--- src/hw/rtl/mck_pkg.sv ---
// ----------------------------------------------------------------------------
// Morse character keyer package
// Shared types, codes, microcode word layout and the character pattern table.
// ----------------------------------------------------------------------------
package mck_pkg;

  localparam int unsigned COUNT_WIDTH   = 16;
  localparam int unsigned CHAR_COUNT_W  = 16;
  localparam int unsigned UNITS_W       = 4;
  localparam int unsigned CODE_W        = 8;
  localparam int unsigned CFG_INDEX_W   = 3;
  localparam int unsigned PAT_LEN_W     = 3;
  localparam int unsigned PAT_BITS_W    = 6;
  localparam int unsigned STEP_W        = 3;

  localparam logic [CODE_W-1:0] FOLD_START   = 8'd97;
  localparam logic [CODE_W-1:0] FOLD_OFFSET  = 8'd32;
  localparam logic [CODE_W-1:0] CODE_SPACE   = 8'd32;
  localparam logic [CODE_W-1:0] CODE_PERCENT = 8'd37;
  localparam logic [CODE_W-1:0] CODE_SLASH   = 8'd47;
  localparam logic [CODE_W-1:0] CODE_ZERO    = 8'd48;

  localparam logic [UNITS_W-1:0] DIT_RESET    = 4'd1;
  localparam logic [UNITS_W-1:0] DAH_RESET    = 4'd3;
  localparam logic [UNITS_W-1:0] GAP_RESET    = 4'd1;
  localparam logic [UNITS_W-1:0] EXTRA_RESET  = 4'd2;
  localparam logic [UNITS_W-1:0] SPACE_RESET  = 4'd4;

  typedef logic [STEP_W-1:0] step_t;

  typedef enum logic [CFG_INDEX_W-1:0] {
    CFG_DIT   = 3'd0,
    CFG_DAH   = 3'd1,
    CFG_GAP   = 3'd2,
    CFG_EXTRA = 3'd3,
    CFG_SPACE = 3'd4
  } cfg_index_e;

  typedef enum logic [2:0] {
    DUR_ZERO,
    DUR_SPACE,
    DUR_ELEM,
    DUR_GAP,
    DUR_EXTRA
  } dur_sel_e;

  typedef enum logic [1:0] {
    LAST_NONE,
    LAST_ONE,
    LAST_GRP
  } last_sel_e;

  typedef enum logic [1:0] {
    ACT_NONE,
    ACT_DISPATCH,
    ACT_SHIFT,
    ACT_NEXT_GROUP
  } act_e;

  typedef enum logic [1:0] {
    BR_ALWAYS,
    BR_DISPATCH,
    BR_MORE_ELEM,
    BR_MORE_GROUP
  } branch_e;

  typedef enum logic [1:0] {
    CLS_UNKNOWN,
    CLS_SPACE,
    CLS_GROUP
  } cls_e;

  typedef struct packed {
    logic      emit;
    logic      key_on;
    logic      recognized;
    dur_sel_e  dur_sel;
    last_sel_e last_sel;
    act_e      act;
    branch_e   branch;
    step_t     tgt_t;
    step_t     tgt_f;
  } ucode_t;

  typedef struct packed {
    logic   fire;
    ucode_t cw;
  } ctrl_t;

  typedef struct packed {
    cls_e cls;
    logic more_elem;
    logic more_group;
    logic out_free;
  } status_t;

  // bits: first element in the msb, 1 dah, 0 dit
  typedef struct packed {
    logic [PAT_LEN_W-1:0]  len;
    logic [PAT_BITS_W-1:0] bits;
  } pattern_t;

  function automatic pattern_t char_pattern(logic [CODE_W-1:0] code);
    pattern_t p;
    p = '{len: '0, bits: '0};
    case (code)
      8'd33: p = '{3'd6, 6'b101011};
      8'd34: p = '{3'd6, 6'b010010};
      8'd38: p = '{3'd5, 6'b010000};
      8'd39: p = '{3'd6, 6'b011110};
      8'd40: p = '{3'd5, 6'b101100};
      8'd41: p = '{3'd6, 6'b101101};
      8'd42: p = '{3'd4, 6'b100100};
      8'd43: p = '{3'd5, 6'b010100};
      8'd44: p = '{3'd6, 6'b110011};
      8'd45: p = '{3'd6, 6'b100001};
      8'd46: p = '{3'd6, 6'b010101};
      8'd47: p = '{3'd5, 6'b100100};
      8'd48: p = '{3'd5, 6'b111110};
      8'd49: p = '{3'd5, 6'b011110};
      8'd50: p = '{3'd5, 6'b001110};
      8'd51: p = '{3'd5, 6'b000110};
      8'd52: p = '{3'd5, 6'b000010};
      8'd53: p = '{3'd5, 6'b000000};
      8'd54: p = '{3'd5, 6'b100000};
      8'd55: p = '{3'd5, 6'b110000};
      8'd56: p = '{3'd5, 6'b111000};
      8'd57: p = '{3'd5, 6'b111100};
      8'd58: p = '{3'd6, 6'b111000};
      8'd61: p = '{3'd5, 6'b100010};
      8'd63: p = '{3'd6, 6'b001100};
      8'd64: p = '{3'd6, 6'b011010};
      8'd65: p = '{3'd2, 6'b010000};
      8'd66: p = '{3'd4, 6'b100000};
      8'd67: p = '{3'd4, 6'b101000};
      8'd68: p = '{3'd3, 6'b100000};
      8'd69: p = '{3'd1, 6'b000000};
      8'd70: p = '{3'd4, 6'b001000};
      8'd71: p = '{3'd3, 6'b110000};
      8'd72: p = '{3'd4, 6'b000000};
      8'd73: p = '{3'd2, 6'b000000};
      8'd74: p = '{3'd4, 6'b011100};
      8'd75: p = '{3'd3, 6'b101000};
      8'd76: p = '{3'd4, 6'b010000};
      8'd77: p = '{3'd2, 6'b110000};
      8'd78: p = '{3'd2, 6'b100000};
      8'd79: p = '{3'd3, 6'b111000};
      8'd80: p = '{3'd4, 6'b011000};
      8'd81: p = '{3'd4, 6'b110100};
      8'd82: p = '{3'd3, 6'b010000};
      8'd83: p = '{3'd3, 6'b000000};
      8'd84: p = '{3'd1, 6'b100000};
      8'd85: p = '{3'd3, 6'b001000};
      8'd86: p = '{3'd4, 6'b000100};
      8'd87: p = '{3'd3, 6'b011000};
      8'd88: p = '{3'd4, 6'b100100};
      8'd89: p = '{3'd4, 6'b101100};
      8'd90: p = '{3'd4, 6'b110000};
      default: p = '{len: '0, bits: '0};
    endcase
    return p;
  endfunction

endpackage

--- src/hw/rtl/mck_sequencer.sv ---
// ----------------------------------------------------------------------------
// Morse character keyer sequencer
// Step counter and microcode table; issues one control word per cycle.
// ----------------------------------------------------------------------------
module mck_sequencer (
  input  logic             clk_i,
  input  logic             rst_ni,
  input  logic             in_valid_i,
  output logic             in_ready_o,
  input  mck_pkg::status_t status_i,
  output mck_pkg::ctrl_t   ctrl_o
);

  localparam mck_pkg::step_t S_FETCH = 3'd0;
  localparam mck_pkg::step_t S_UNK   = 3'd1;
  localparam mck_pkg::step_t S_SPC   = 3'd2;
  localparam mck_pkg::step_t S_MARK  = 3'd3;
  localparam mck_pkg::step_t S_GAP   = 3'd4;
  localparam mck_pkg::step_t S_LEND  = 3'd5;

  localparam int unsigned NUM_STEPS = 2 ** mck_pkg::STEP_W;

  // emit, key, rec, duration, last, action, branch, taken, not taken
  localparam mck_pkg::ucode_t UCODE [NUM_STEPS] = '{
    '{1'b0, 1'b0, 1'b0, mck_pkg::DUR_ZERO,  mck_pkg::LAST_NONE, mck_pkg::ACT_DISPATCH,
      mck_pkg::BR_DISPATCH,   S_FETCH, S_FETCH},
    '{1'b1, 1'b0, 1'b0, mck_pkg::DUR_ZERO,  mck_pkg::LAST_ONE,  mck_pkg::ACT_NONE,
      mck_pkg::BR_ALWAYS,     S_FETCH, S_FETCH},
    '{1'b1, 1'b0, 1'b1, mck_pkg::DUR_SPACE, mck_pkg::LAST_ONE,  mck_pkg::ACT_NONE,
      mck_pkg::BR_ALWAYS,     S_FETCH, S_FETCH},
    '{1'b1, 1'b1, 1'b1, mck_pkg::DUR_ELEM,  mck_pkg::LAST_NONE, mck_pkg::ACT_NONE,
      mck_pkg::BR_ALWAYS,     S_GAP,   S_GAP},
    '{1'b1, 1'b0, 1'b1, mck_pkg::DUR_GAP,   mck_pkg::LAST_NONE, mck_pkg::ACT_SHIFT,
      mck_pkg::BR_MORE_ELEM,  S_MARK,  S_LEND},
    '{1'b1, 1'b0, 1'b1, mck_pkg::DUR_EXTRA, mck_pkg::LAST_GRP,  mck_pkg::ACT_NEXT_GROUP,
      mck_pkg::BR_MORE_GROUP, S_MARK,  S_FETCH},
    '{1'b0, 1'b0, 1'b0, mck_pkg::DUR_ZERO,  mck_pkg::LAST_NONE, mck_pkg::ACT_NONE,
      mck_pkg::BR_ALWAYS,     S_FETCH, S_FETCH},
    '{1'b0, 1'b0, 1'b0, mck_pkg::DUR_ZERO,  mck_pkg::LAST_NONE, mck_pkg::ACT_NONE,
      mck_pkg::BR_ALWAYS,     S_FETCH, S_FETCH}
  };

  mck_pkg::step_t  step_q, step_d;
  mck_pkg::ucode_t cw;
  logic            fire;

  assign cw = UCODE[step_q];

  always_comb begin
    if (cw.act == mck_pkg::ACT_DISPATCH) begin
      fire = in_valid_i;
    end else begin
      fire = !cw.emit || status_i.out_free;
    end
  end

  always_comb begin
    step_d = step_q;
    if (fire) begin
      unique case (cw.branch)
        mck_pkg::BR_ALWAYS: step_d = cw.tgt_t;
        mck_pkg::BR_DISPATCH: begin
          unique case (status_i.cls)
            mck_pkg::CLS_UNKNOWN: step_d = S_UNK;
            mck_pkg::CLS_SPACE:   step_d = S_SPC;
            default:              step_d = S_MARK;
          endcase
        end
        mck_pkg::BR_MORE_ELEM:  step_d = status_i.more_elem  ? cw.tgt_t : cw.tgt_f;
        mck_pkg::BR_MORE_GROUP: step_d = status_i.more_group ? cw.tgt_t : cw.tgt_f;
        default:                step_d = S_FETCH;
      endcase
    end
  end

  always_ff @(posedge clk_i or negedge rst_ni) begin
    if (!rst_ni) begin
      step_q <= S_FETCH;
    end else begin
      step_q <= step_d;
    end
  end

  assign in_ready_o  = (cw.act == mck_pkg::ACT_DISPATCH);
  assign ctrl_o.fire = fire;
  assign ctrl_o.cw   = cw;

  // a character request is only taken at the fetch step
  a_ready_at_fetch: assert property (@(posedge clk_i) disable iff (!rst_ni)
    in_ready_o |-> step_q == S_FETCH)
    else $error("input ready outside fetch step");

  // an unknown character goes straight to its single result step
  a_unknown_path: assert property (@(posedge clk_i) disable iff (!rst_ni)
    (in_valid_i && in_ready_o && status_i.cls == mck_pkg::CLS_UNKNOWN) |=> step_q == S_UNK)
    else $error("unknown character not routed to its result step");

  // the element gap step never falls through to the fetch step directly
  a_gap_next: assert property (@(posedge clk_i) disable iff (!rst_ni)
    (step_q == S_GAP && fire) |=> (step_q == S_MARK || step_q == S_LEND))
    else $error("gap step left to an unexpected step");

endmodule

--- src/hw/rtl/mck_datapath.sv ---
// ----------------------------------------------------------------------------
// Morse character keyer datapath
// Timing registers, pattern shifter, group and character counters, result register.
// ----------------------------------------------------------------------------
module mck_datapath #(
  parameter int unsigned CountWidth = mck_pkg::COUNT_WIDTH
) (
  input  logic                                 clk_i,
  input  logic                                 rst_ni,
  input  mck_pkg::ctrl_t                       ctrl_i,
  output mck_pkg::status_t                     status_o,
  input  logic                                 cfg_valid_i,
  input  logic [mck_pkg::CFG_INDEX_W-1:0]      cfg_index_i,
  input  logic [mck_pkg::UNITS_W-1:0]          cfg_data_i,
  input  logic [mck_pkg::CODE_W-1:0]           char_code_i,
  output logic                                 out_valid_o,
  input  logic                                 out_ready_i,
  output logic                                 key_on_o,
  output logic [mck_pkg::UNITS_W-1:0]          duration_units_o,
  output logic                                 recognized_o,
  output logic [mck_pkg::CHAR_COUNT_W-1:0]     char_count_o,
  output logic                                 last_o
);

  localparam int unsigned CW = mck_pkg::CHAR_COUNT_W;

  logic [mck_pkg::UNITS_W-1:0] dit_q, dah_q, gap_q, extra_q, space_q;
  logic [mck_pkg::UNITS_W-1:0] dit_d, dah_d, gap_d, extra_d, space_d;

  logic [CountWidth-1:0]             count_q, count_d;
  logic [1:0]                        grp_q, grp_d;
  logic [mck_pkg::PAT_LEN_W-1:0]     len_q, len_d;
  logic [mck_pkg::PAT_BITS_W-1:0]    pat_q, pat_d;
  logic                              out_valid_q, out_valid_d;
  logic                              key_q, rec_q, last_q;
  logic [mck_pkg::UNITS_W-1:0]       dur_q;
  logic [CW-1:0]                     cnt_q;

  logic [mck_pkg::CODE_W-1:0] folded;
  logic                       is_space, is_pct;
  mck_pkg::pattern_t          in_pat, zero_pat, slash_pat, load_pat;
  mck_pkg::cls_e              cls;
  logic                       emit_fire, act_fire;
  logic [mck_pkg::UNITS_W-1:0] dur_sel;
  logic                       last_sel;
  logic [CW-1:0]              cnt_low;

  // character decode
  assign folded    = (char_code_i >= mck_pkg::FOLD_START) ?
                     (char_code_i - mck_pkg::FOLD_OFFSET) : char_code_i;
  assign is_space  = (folded == mck_pkg::CODE_SPACE);
  assign is_pct    = (folded == mck_pkg::CODE_PERCENT);
  assign in_pat    = mck_pkg::char_pattern(folded);
  assign zero_pat  = mck_pkg::char_pattern(mck_pkg::CODE_ZERO);
  assign slash_pat = mck_pkg::char_pattern(mck_pkg::CODE_SLASH);

  always_comb begin
    if (is_space) begin
      cls = mck_pkg::CLS_SPACE;
    end else if (is_pct || (in_pat.len != '0)) begin
      cls = mck_pkg::CLS_GROUP;
    end else begin
      cls = mck_pkg::CLS_UNKNOWN;
    end
  end

  assign emit_fire = ctrl_i.fire && ctrl_i.cw.emit;
  assign act_fire  = ctrl_i.fire;

  // timing registers
  always_comb begin
    dit_d   = dit_q;
    dah_d   = dah_q;
    gap_d   = gap_q;
    extra_d = extra_q;
    space_d = space_q;
    if (cfg_valid_i) begin
      unique case (cfg_index_i)
        mck_pkg::CFG_DIT:   dit_d   = cfg_data_i;
        mck_pkg::CFG_DAH:   dah_d   = cfg_data_i;
        mck_pkg::CFG_GAP:   gap_d   = cfg_data_i;
        mck_pkg::CFG_EXTRA: extra_d = cfg_data_i;
        mck_pkg::CFG_SPACE: space_d = cfg_data_i;
        default: ;
      endcase
    end
  end

  // pattern, group and character counters
  always_comb begin
    count_d  = count_q;
    grp_d    = grp_q;
    len_d    = len_q;
    pat_d    = pat_q;
    load_pat = is_pct ? zero_pat : in_pat;
    if (act_fire) begin
      unique case (ctrl_i.cw.act)
        mck_pkg::ACT_DISPATCH: begin
          len_d = load_pat.len;
          pat_d = load_pat.bits;
          grp_d = is_pct ? 2'd2 : 2'd0;
          if ((cls != mck_pkg::CLS_UNKNOWN) && (count_q != '1)) begin
            count_d = count_q + CountWidth'(1);
          end
        end
        mck_pkg::ACT_SHIFT: begin
          len_d = len_q - mck_pkg::PAT_LEN_W'(1);
          pat_d = pat_q << 1;
        end
        mck_pkg::ACT_NEXT_GROUP: begin
          if (grp_q != 2'd0) begin
            len_d = (grp_q == 2'd2) ? slash_pat.len  : zero_pat.len;
            pat_d = (grp_q == 2'd2) ? slash_pat.bits : zero_pat.bits;
            grp_d = grp_q - 2'd1;
          end
        end
        default: ;
      endcase
    end
  end

  // result fields
  always_comb begin
    unique case (ctrl_i.cw.dur_sel)
      mck_pkg::DUR_ZERO:  dur_sel = '0;
      mck_pkg::DUR_SPACE: dur_sel = space_q;
      mck_pkg::DUR_ELEM:  dur_sel = pat_q[mck_pkg::PAT_BITS_W-1] ? dah_q : dit_q;
      mck_pkg::DUR_GAP:   dur_sel = gap_q;
      mck_pkg::DUR_EXTRA: dur_sel = extra_q;
      default:            dur_sel = '0;
    endcase
  end

  always_comb begin
    unique case (ctrl_i.cw.last_sel)
      mck_pkg::LAST_NONE: last_sel = 1'b0;
      mck_pkg::LAST_ONE:  last_sel = 1'b1;
      mck_pkg::LAST_GRP:  last_sel = (grp_q == 2'd0);
      default:            last_sel = 1'b0;
    endcase
  end

  if (CountWidth >= CW) begin : g_cnt_trunc
    assign cnt_low = count_q[CW-1:0];
  end else begin : g_cnt_ext
    assign cnt_low = {{(CW - CountWidth){1'b0}}, count_q};
  end

  always_comb begin
    out_valid_d = out_valid_q;
    if (emit_fire) begin
      out_valid_d = 1'b1;
    end else if (out_ready_i) begin
      out_valid_d = 1'b0;
    end
  end

  always_ff @(posedge clk_i or negedge rst_ni) begin
    if (!rst_ni) begin
      dit_q       <= mck_pkg::DIT_RESET;
      dah_q       <= mck_pkg::DAH_RESET;
      gap_q       <= mck_pkg::GAP_RESET;
      extra_q     <= mck_pkg::EXTRA_RESET;
      space_q     <= mck_pkg::SPACE_RESET;
      count_q     <= '0;
      grp_q       <= '0;
      len_q       <= '0;
      out_valid_q <= 1'b0;
    end else begin
      dit_q       <= dit_d;
      dah_q       <= dah_d;
      gap_q       <= gap_d;
      extra_q     <= extra_d;
      space_q     <= space_d;
      count_q     <= count_d;
      grp_q       <= grp_d;
      len_q       <= len_d;
      out_valid_q <= out_valid_d;
    end
  end

  always_ff @(posedge clk_i) begin
    pat_q <= pat_d;
    if (emit_fire) begin
      key_q  <= ctrl_i.cw.key_on;
      dur_q  <= dur_sel;
      rec_q  <= ctrl_i.cw.recognized;
      cnt_q  <= cnt_low;
      last_q <= last_sel;
    end
  end

  assign status_o.cls        = cls;
  assign status_o.more_elem  = (len_q != {{(mck_pkg::PAT_LEN_W-1){1'b0}}, 1'b1});
  assign status_o.more_group = (grp_q != 2'd0);
  assign status_o.out_free   = !out_valid_q || out_ready_i;

  assign out_valid_o      = out_valid_q;
  assign key_on_o         = key_q;
  assign duration_units_o = dur_q;
  assign recognized_o     = rec_q;
  assign char_count_o     = cnt_q;
  assign last_o           = last_q;

  // the recognized counter never moves backward
  a_count_mono: assert property (@(posedge clk_i) disable iff (!rst_ni)
    count_q >= $past(count_q))
    else $error("character counter decreased");

  // a dit or dah is only keyed while elements remain
  a_elem_len: assert property (@(posedge clk_i) disable iff (!rst_ni)
    (ctrl_i.cw.dur_sel == mck_pkg::DUR_ELEM) |-> len_q != '0)
    else $error("element keyed with empty pattern");

  // both follow-on groups of a percent sign have five elements
  a_next_group_len: assert property (@(posedge clk_i) disable iff (!rst_ni)
    (act_fire && ctrl_i.cw.act == mck_pkg::ACT_NEXT_GROUP && grp_q != 2'd0)
      |=> len_q == mck_pkg::PAT_LEN_W'(5))
    else $error("follow-on group loaded with wrong length");

endmodule

--- src/hw/rtl/morse_character_keyer.sv ---
// ----------------------------------------------------------------------------
// Morse character keyer
// Turns one character request into a run of key-down and key-up intervals.
// ----------------------------------------------------------------------------
// Each accepted character produces between 1 and 33 results, one per cycle
// while the consumer is ready, after the fetch step that takes it (a letter
// with k elements gives 2k + 1 results, a percent sign gives 33). The order is
// set by the microcode sequencer, which walks one step per interval and returns
// to its fetch step before the next character is taken; a stalled consumer
// holds the sequence at the current step. Timing registers may be written at
// any time the block is idle and take effect on the next character.
module morse_character_keyer #(
  parameter int unsigned CountWidth = mck_pkg::COUNT_WIDTH
) (
  input  logic                              clk_i,
  input  logic                              rst_ni,
  input  logic                              in_valid_i,
  output logic                              in_ready_o,
  input  logic [mck_pkg::CODE_W-1:0]        char_code_i,
  output logic                              out_valid_o,
  input  logic                              out_ready_i,
  output logic                              key_on_o,
  output logic [mck_pkg::UNITS_W-1:0]       duration_units_o,
  output logic                              recognized_o,
  output logic [mck_pkg::CHAR_COUNT_W-1:0]  char_count_o,
  output logic                              last_o,
  input  logic                              cfg_valid_i,
  output logic                              cfg_ready_o,
  input  logic [mck_pkg::CFG_INDEX_W-1:0]   cfg_index_i,
  input  logic [mck_pkg::UNITS_W-1:0]       cfg_data_i
);

  mck_pkg::ctrl_t   ctrl;
  mck_pkg::status_t status;

  assign cfg_ready_o = 1'b1;

  mck_sequencer u_seq (
    .clk_i      (clk_i),
    .rst_ni     (rst_ni),
    .in_valid_i (in_valid_i),
    .in_ready_o (in_ready_o),
    .status_i   (status),
    .ctrl_o     (ctrl)
  );

  mck_datapath #(
    .CountWidth (CountWidth)
  ) u_dp (
    .clk_i            (clk_i),
    .rst_ni           (rst_ni),
    .ctrl_i           (ctrl),
    .status_o         (status),
    .cfg_valid_i      (cfg_valid_i),
    .cfg_index_i      (cfg_index_i),
    .cfg_data_i       (cfg_data_i),
    .char_code_i      (char_code_i),
    .out_valid_o      (out_valid_o),
    .out_ready_i      (out_ready_i),
    .key_on_o         (key_on_o),
    .duration_units_o (duration_units_o),
    .recognized_o     (recognized_o),
    .char_count_o     (char_count_o),
    .last_o           (last_o)
  );

endmodule
--- config.mk ---
export PLATFORM = sky130hd
export DESIGN_NAME = morse_character_keyer
export DESIGN_NICKNAME = d
export VERILOG_FILES = /design/src/hw/rtl/mck_pkg.sv /design/src/hw/rtl/mck_sequencer.sv /design/src/hw/rtl/mck_datapath.sv /design/src/hw/rtl/morse_character_keyer.sv
export SDC_FILE = /design/constraint.sdc
export NUM_CORES = 1
export LEC_CHECK = 0
export ABC_AREA = 0
export BUFFER_PORTS_ARGS = -buffer_cell sky130_fd_sc_hd__buf_4
export CORE_MARGIN = 4
export CORE_UTILIZATION = 50
export DETAILED_ROUTE_END_ITERATION = 6
export PLACE_DENSITY = 0.69
export SETUP_SLACK_MARGIN = 0.15
export SYNTH_ARGS = -nofsm -noshare
export SYNTH_HDL_FRONTEND = slang
export SYNTH_SLANG_ARGS = --single-unit
--- constraint.sdc ---
create_clock -name clk_i -period 3.21 [get_ports clk_i]
set_clock_uncertainty 0.1 [all_clocks]
set_input_delay 0.642 -clock clk_i [delete_from_list [all_inputs] [get_ports clk_i]]
set_output_delay 0.642 -clock clk_i [all_outputs]
set_load 0.02 [all_outputs]
== Word level (Yosys, flattened, before mapping) ==
Memory sizes are Yosys's and may differ from the RTL's.
Index checks and enable logic that the tools add are counted.

* $add $sub $neg: 4
* $lt $le $gt $ge: 2
* Equal/unequal tests: 23
* Muxes and demuxes: 25
* Bitwise logic cells: 1
* Reduce and logical (&&, ||, !) cells: 25

{| class="wikitable"
|+ Operators by type and width
! cell !! count
|-
| $mux W18 || 2
|-
| $mux W9 || 2
|-
| $pmux W6 S3 || 1
|-
| $add A16 B1 Y16 const B || 1
|-
| $eq A8 B6 Y1 const B || 2
|-
| $ne A16 B16 Y1 const B || 1
|-
| $pmux W4 S4 || 1
|-
| $eq A2 B2 Y1 const B || 6
|-
| $eq A3 B2 Y1 const B || 4
|-
| $pmux W3 S4 || 1
|-
| $reduce_and A2 Y1 || 5
|-
| $mux W3 || 3
|-
| $pmux W3 S3 || 1
|-
| $reduce_and A3 Y1 || 3
|-
| $eq A2 B1 Y1 const B || 4
|-
| $ge A8 B7 Y1 const B || 1
|-
| $mux W2 || 4
|-
| $mux W8 || 1
|-
| $pmux W2 S2 || 2
|-
| $reduce_bool A2 Y1 || 4
|-
| $sub A8 B6 Y8 const B || 1
|-
| $eq A3 B1 Y1 const B || 2
|-
| $eq A3 B3 Y1 const B || 2
|-
| $logic_not A2 Y1 || 3
|-
| 16 further kinds || 23
|}

* Bits in registers: 74
* ROM bits: 1296
* Input port bits: 20
* Output and inout port bits: 26
* Logic and storage cells: 98
* Memories: 2

{| class="wikitable"
|+ Memories
! name !! words !! width !! read ports !! clocked after memory_dff !! write ports !! RTL line !! source
|-
| (no name shown) || 128 || 9 || 1 || 0 || 0 || mck_pkg.sv:106 || <nowiki>case (code)</nowiki>
|-
| (no name shown) || 8 || 18 || 1 || 0 || 0 || mck_sequencer.sv:47 || <nowiki>assign cw = UCODE[step_q];</nowiki>
|}

== Logic depth before layout (Yosys ltp) ==
An unclocked memory read counts as a cell.

* Depth in word-level cells: 11
* Mapped depth: 13
* Gate-level depth less buffers: 10

== Hierarchy ==
Synthesis repeated with hierarchy kept, for this count alone.

* Cells, all modules: 497
* Area total of the unflattened synthesis: 4943.5 µm²

{| class="wikitable"
|+ By module, submodules not included
! module !! instances !! cells each !! area an instance (µm²) !! seq. area each (µm²)
|-
| mck_datapath || 1 || 422 || 4359.2 || 1929.4
|-
| mck_sequencer || 1 || 73 || 573.0 || 75.1
|-
| morse_character_keyer || 1 || 2 || 11.3 || 0.0
|}

== Least setup slack after synthesis ==
Ideal clock, no wire load.

* Kind: input to register
* Start: input port char_code_i[1] (netlist bit)
* End: register u_dp.count_q[1], in the netlist u_dp.cnt_low[1]
* Setup time: 127 ps
* Arrival: 3081 ps
* Required time: 2983 ps
* Path slack: -98 ps
* Cell stages on the path: 11
* Buffers on the path: 2
* Cell sequence: clkbuf_1 -> inv_1 -> ha_1 -> nor3b_4 -> nand2_2 -> a211oi_4 -> a21oi_1 -> or4_1 -> buf_2 -> nand3_2 -> mux2_1

* Longest elaborated chain between the ends: 11
* Elaborated cells on any way between the ends: 14
* Classes of those cells: 1 x add/sub; 1 x order compare; 2 x eq/ne; 4 x mux; 5 x reduce/logical; 1 x memory

{| class="wikitable"
|+ RTL lines
! item !! RTL line !! source
|-
| start: declaration || morse_character_keyer.sv:19 || <nowiki>input logic [mck_pkg::CODE_W-1:0] char_code_i,</nowiki>
|-
| $sub A8 B6 Y8 / $ge A8 B7 Y1 (equally long branches) || mck_datapath.sv:50, mck_datapath.sv:49 ||
|-
| $mux W8 * || mck_datapath.sv:49 || <nowiki>assign folded = (char_code_i >= mck_pkg::FOLD_START) ?</nowiki>
|-
| $mem_v2 Z128 W9 || n/a ||
|-
| $mux W9 || mck_pkg.sv:106 ||
|-
| $reduce_bool A3 Y1 || mck_datapath.sv:60 || <nowiki>end else if (is_pct || (in_pat.len != '0)) begin</nowiki>
|-
| $logic_or A1 B1 Y1 || mck_datapath.sv:60 ||
|-
| $mux W2 || mck_datapath.sv:60 ||
|-
| $mux W2 * || mck_datapath.sv:58 || <nowiki>if (is_space) begin</nowiki>
|-
| $reduce_bool A2 Y1 * || mck_datapath.sv:102 || <nowiki>if ((cls != mck_pkg::CLS_UNKNOWN) && (count_q != '1)) begin</nowiki>
|-
| $logic_and A1 B1 Y1 * || mck_datapath.sv:102 ||
|-
| $reduce_and A3 Y1 (no source line) * || n/a ||
|-
| end signal: assignment || mck_datapath.sv:175 || <nowiki>count_q <= count_d;</nowiki>
|-
| end: declaration || mck_datapath.sv:30 || <nowiki>logic [CountWidth-1:0] count_q, count_d;</nowiki>
|}

Mark *: on every way between the ends. The rest lies on a longest branch, timed or not.
A chain may end at the register's enable or synchronous reset.

== Final worst setup path ==
* Start: input port char_code_i[0] (netlist bit)
* End: register u_dp.count_q[6], in the netlist u_dp.cnt_low[6]

Same word-level chain as after synthesis.

==> impl_metrics.tcl <==
set metrics [dict create \
    die_y_um 103 \
    combPwrFrac_pct 41.3 \
    timing.slew.headroom_pct 47.5 \
    cts_num_sinks 74 \
    io_buffers 44 \
    clock_power_share_pct 18.4 \
    filler_cell_count 743 \
    finish.net_count 559 \
    pwr-share-seq_pct 40.4 \
    wire_length_of_the_first_global_routing_pass_um 16600 \
    grt_pass1_vias 3578 \
    grt_antenna_before_repair 0 \
    worstPathArrival_ns 2.96 \
    cts-htree-levels 3 \
    cts_tree "built" \
    remaining_drc_errors 0 \
    vias_post_dr 3620 \
    design_area_um2 5320 \
    clock_insertion_delay_worst_skew_ns 0.34 \
    design.die.area_um2 10600 \
    placement.setup.worst_slack_ns -0.0676 \
    drt_iter0_markers 197 \
    worstRegToRegCells 8 \
    mappedNetlistArea_um2 4500 \
    initial_utilization_pct 51.4 \
    fmax_mhz 354 \
    grt-ovfl-total 0 \
    num_rows 34 \
    route.final.wire_length_um 9860 \
    postLayoutSetupSlackWorst_ns 0.384 \
    outcome "complete, no violations" \
    total_power_w 0.00385 \
    synthDominantAreaCellType "sky130_fd_sc_hd__dfrtp_1" \
    design.portCount 46 \
    worstSetupStartpoint "char_code_i[0]" \
    num_antenna_cells 0 \
    synthArstFlopShare_pct 60.8 \
    proportion_of_layout_cells_with_a_drive_suffix_above_1_pct 25.8 \
    postSynthNetCount 496 \
    layout.cells.most_common "sky130_fd_sc_hd__buf_4" \
    vdd_ir_drop_max_mv 0.269 \
    synth.top_cell.area_share_pct 21.7 \
    final_number_of_hold_violating_endpoints 0 \
    place.gp.congestion 0.886 \
    core_ar_um2 8760 \
    critPathKind "input port to register" \
    clock_root_cell "sky130_fd_sc_hd__clkbuf_8" \
    endpoint_kind_of_the_worst_setup_timing_path "register" \
    drv_slew 0 \
    tightest_slew_ns 0.782 \
    power-per-cell-area_nw_per_um2 724 \
    worstReg2RegStart "u_dp.cnt_low[4]" \
    layout-area-overhead-vs-synth_pct 18.0 \
    detailedRoute.firstPassIterationCount 5 \
    timing.max_cap.violations 0 \
    critical_path.startpoint_type "input port" \
    place_inst 615 \
    layout_worst_path_cycle_share_pct 88.0 \
    average_via_count_per_standard_cell 5.74 \
    worstPathMaxFanout 10 \
    layout_common_cells "72 x sky130_fd_sc_hd__buf_4, 39 x sky130_fd_sc_hd__dfrtp_1, 38 x sky130_fd_sc_hd__nand2_1, 38 x sky130_fd_sc_hd__o21ai_0, 35 x sky130_fd_sc_hd__a21oi_1" \
    fin_crit_ns 2.83 \
    postSynth.topFlopCell "sky130_fd_sc_hd__dfrtp_1" \
    die_width_um 103 \
    rrSetupSlack_ns 0.58 \
    synthesis.yosys.warnings 0 \
    worst_ep_required_ns 3.34 \
    synthTopCellsByArea "sky130_fd_sc_hd__dfrtp_1 22%, sky130_fd_sc_hd__edfxtp_1 19%, sky130_fd_sc_hd__ha_1 5.8%" \
    synth.avg_cell_area_um2 9.90 \
    grt_use_total_pct 19.5 \
    syn_inst 455 \
    estimated_wirelength_of_the_detail_placed_design_um 7420 \
    synth_edf_count 29 \
    critical_path.reg2reg.endpoint "u_dp.cnt_low[10]" \
    unrepaired_setup_endpoints_after_global_routing "false" \
    hold_path_class "input port to async pin" \
    numCtsBuffers 9 \
    placement_stage_cell_area_um2 5120 \
    postRouteAntennaNets 0 \
    maximum_number_of_pins_on_one_net_before_global_route_repair 46 \
    clockBufferDepth 2 \
    setup_violations 0 \
    critical_path.endpoint "u_dp.cnt_low[6]" \
    sw_frac_of_total_pct 37.2 \
    postSynthRegisterBits 74 \
    cell_internal_pwr_w 0.00241 \
    synth_cell_types 65 \
    seq_area_frac_synth_pct 44.5 \
    wl_per_cell_um 15.6 \
    total_leakage_power_nw 2.22 \
    total_switching_power_w 0.00143 \
    path_clk_slew_ns 0.08 \
    post_layout_nonfiller_instances 631 \
]
cell type report:
cell class	instances	area [um^2]	share of cell area, %
Timing Repair Buffer	72	541	10.2
Clock buffer	10	128	2.40
Sequential cell	74	2000	37.7
Multi-Input combinational cell	344	2370	44.7
Inverter	17	68.8	1.29
Clock inverter	6	65.1	1.22
Tap cell	108	135	2.54
cell usage after synthesis (all sizes together) (8+ instances only):
library cell and instances:
dfrtp 39, nand2 39, o21ai 38, a21oi 36, nor2 30, edfxtp 29, mux2 22, ha 21
inv 17, nor3 17, nand3 16, xnor2 15, buf 10, clkbuf 10, and3 9, mux2i 9
nor2b 9, nand4 8
critical path: stages:
cell	delay [ns]
sky130_fd_sc_hd__buf_4	0.12
sky130_fd_sc_hd__inv_1	0.11
sky130_fd_sc_hd__buf_4	0.16
sky130_fd_sc_hd__ha_1	0.32
sky130_fd_sc_hd__nor2_1	0.13
sky130_fd_sc_hd__nor3_1	0.06
sky130_fd_sc_hd__o21ba_1	0.17
sky130_fd_sc_hd__a311oi_1	0.30
sky130_fd_sc_hd__a2bb2oi_1	0.27
sky130_fd_sc_hd__or4_4	0.22
sky130_fd_sc_hd__buf_4	0.18
sky130_fd_sc_hd__nand4_1	0.12
sky130_fd_sc_hd__xnor2_1	0.16
cell families after synthesis:
kind of cell / Yosys count / share of synthesized area, %
other: 1 / 0.0833
and+or+nand+nor: 156 / 18.4
adders and majority gates: 21 / 5.83
xor gates and xnor gates: 16 / 3.11
AOI/OAI and AO/OA: 119 / 16.8
muxes: 31 / 7.50
buffers and inverters: 37 / 3.81
DFF: 74 / 44.5
routing by layer:
| layer | share of wire, % | global-route usage, % | up-vias |
|---|---|---|---|
| li1 | - | - | 1797 |
| met1 | 44 | 25.3 | 1689 |
| met2 | 47 | 32.6 | 117 |
| met3 | 6.4 | 4.26 | 17 |
| met4 | 1.8 | 6.27 | 0 |
| met5 | 0 | 0 | - |
metrics by stage:
stage	hold slack [ns]	util, %	TNS [ns]
global route	0.223	60.7	0
floorplan	0.246	-	0
CTS	0.207	60.6	0
detailed placement	0.394	58.4	-0.385
global placement	0.382	58.4	-0.0215
finish	0.186	60.7	0
state kept, by name (all words and copies together), names as in the netlist, 2 cells and up:
signal	cells
u_dp.char_count_o	16
u_dp.duration_units_o	4
u_seq.step_q	3
u_dp.extra_q	4
u_dp.dit_q	4
u_dp.len_q	3
u_dp.space_q	4
u_dp.gap_q	4
u_dp.dah_q	4
u_dp.grp_q	2
u_dp.pat_q	6
u_dp.cnt_low	16
power by group through the flow:
| stage | Clock [W] | Combinational, W | Sequential, W |
|---|---|---|---|
| floorplan | 0 | 0.000821 | 0.00174 |
| global placement | 0 | 0.00155 | 0.00157 |
| detailed placement | 0 | 0.00158 | 0.00158 |
| CTS | 0.000721 | 0.00159 | 0.00156 |
| global route | 0.000775 | 0.00175 | 0.00159 |
| finish | 0.000707 | 0.00159 | 0.00155 |
what timing repair did:
item,in CTS,in global routing
setup buffers,0,0
endpoints found under the setup margin,0,5
gates resized for setup,0,2
hold buffers,0,0
how the worst min path moves through the flow:
stage | from | end | slack (ns) | cells after the start
after floorplan | rst_ni | u_dp.cnt_low[0] | 0.25 | 0
after global routing | rst_ni | u_dp.dah_q[2] | 0.22 | 1
after detailed placement | u_dp.cnt_low[7] | u_dp.char_count_o[7] | 0.39 | 0
final | rst_ni | u_dp.dah_q[2] | 0.19 | 1
after CTS | rst_ni | u_dp.dah_q[2] | 0.21 | 1
after global placement | u_dp.cnt_low[9] | u_dp.cnt_low[9] | 0.38 | 1
(Power assumes the default switching activity.)
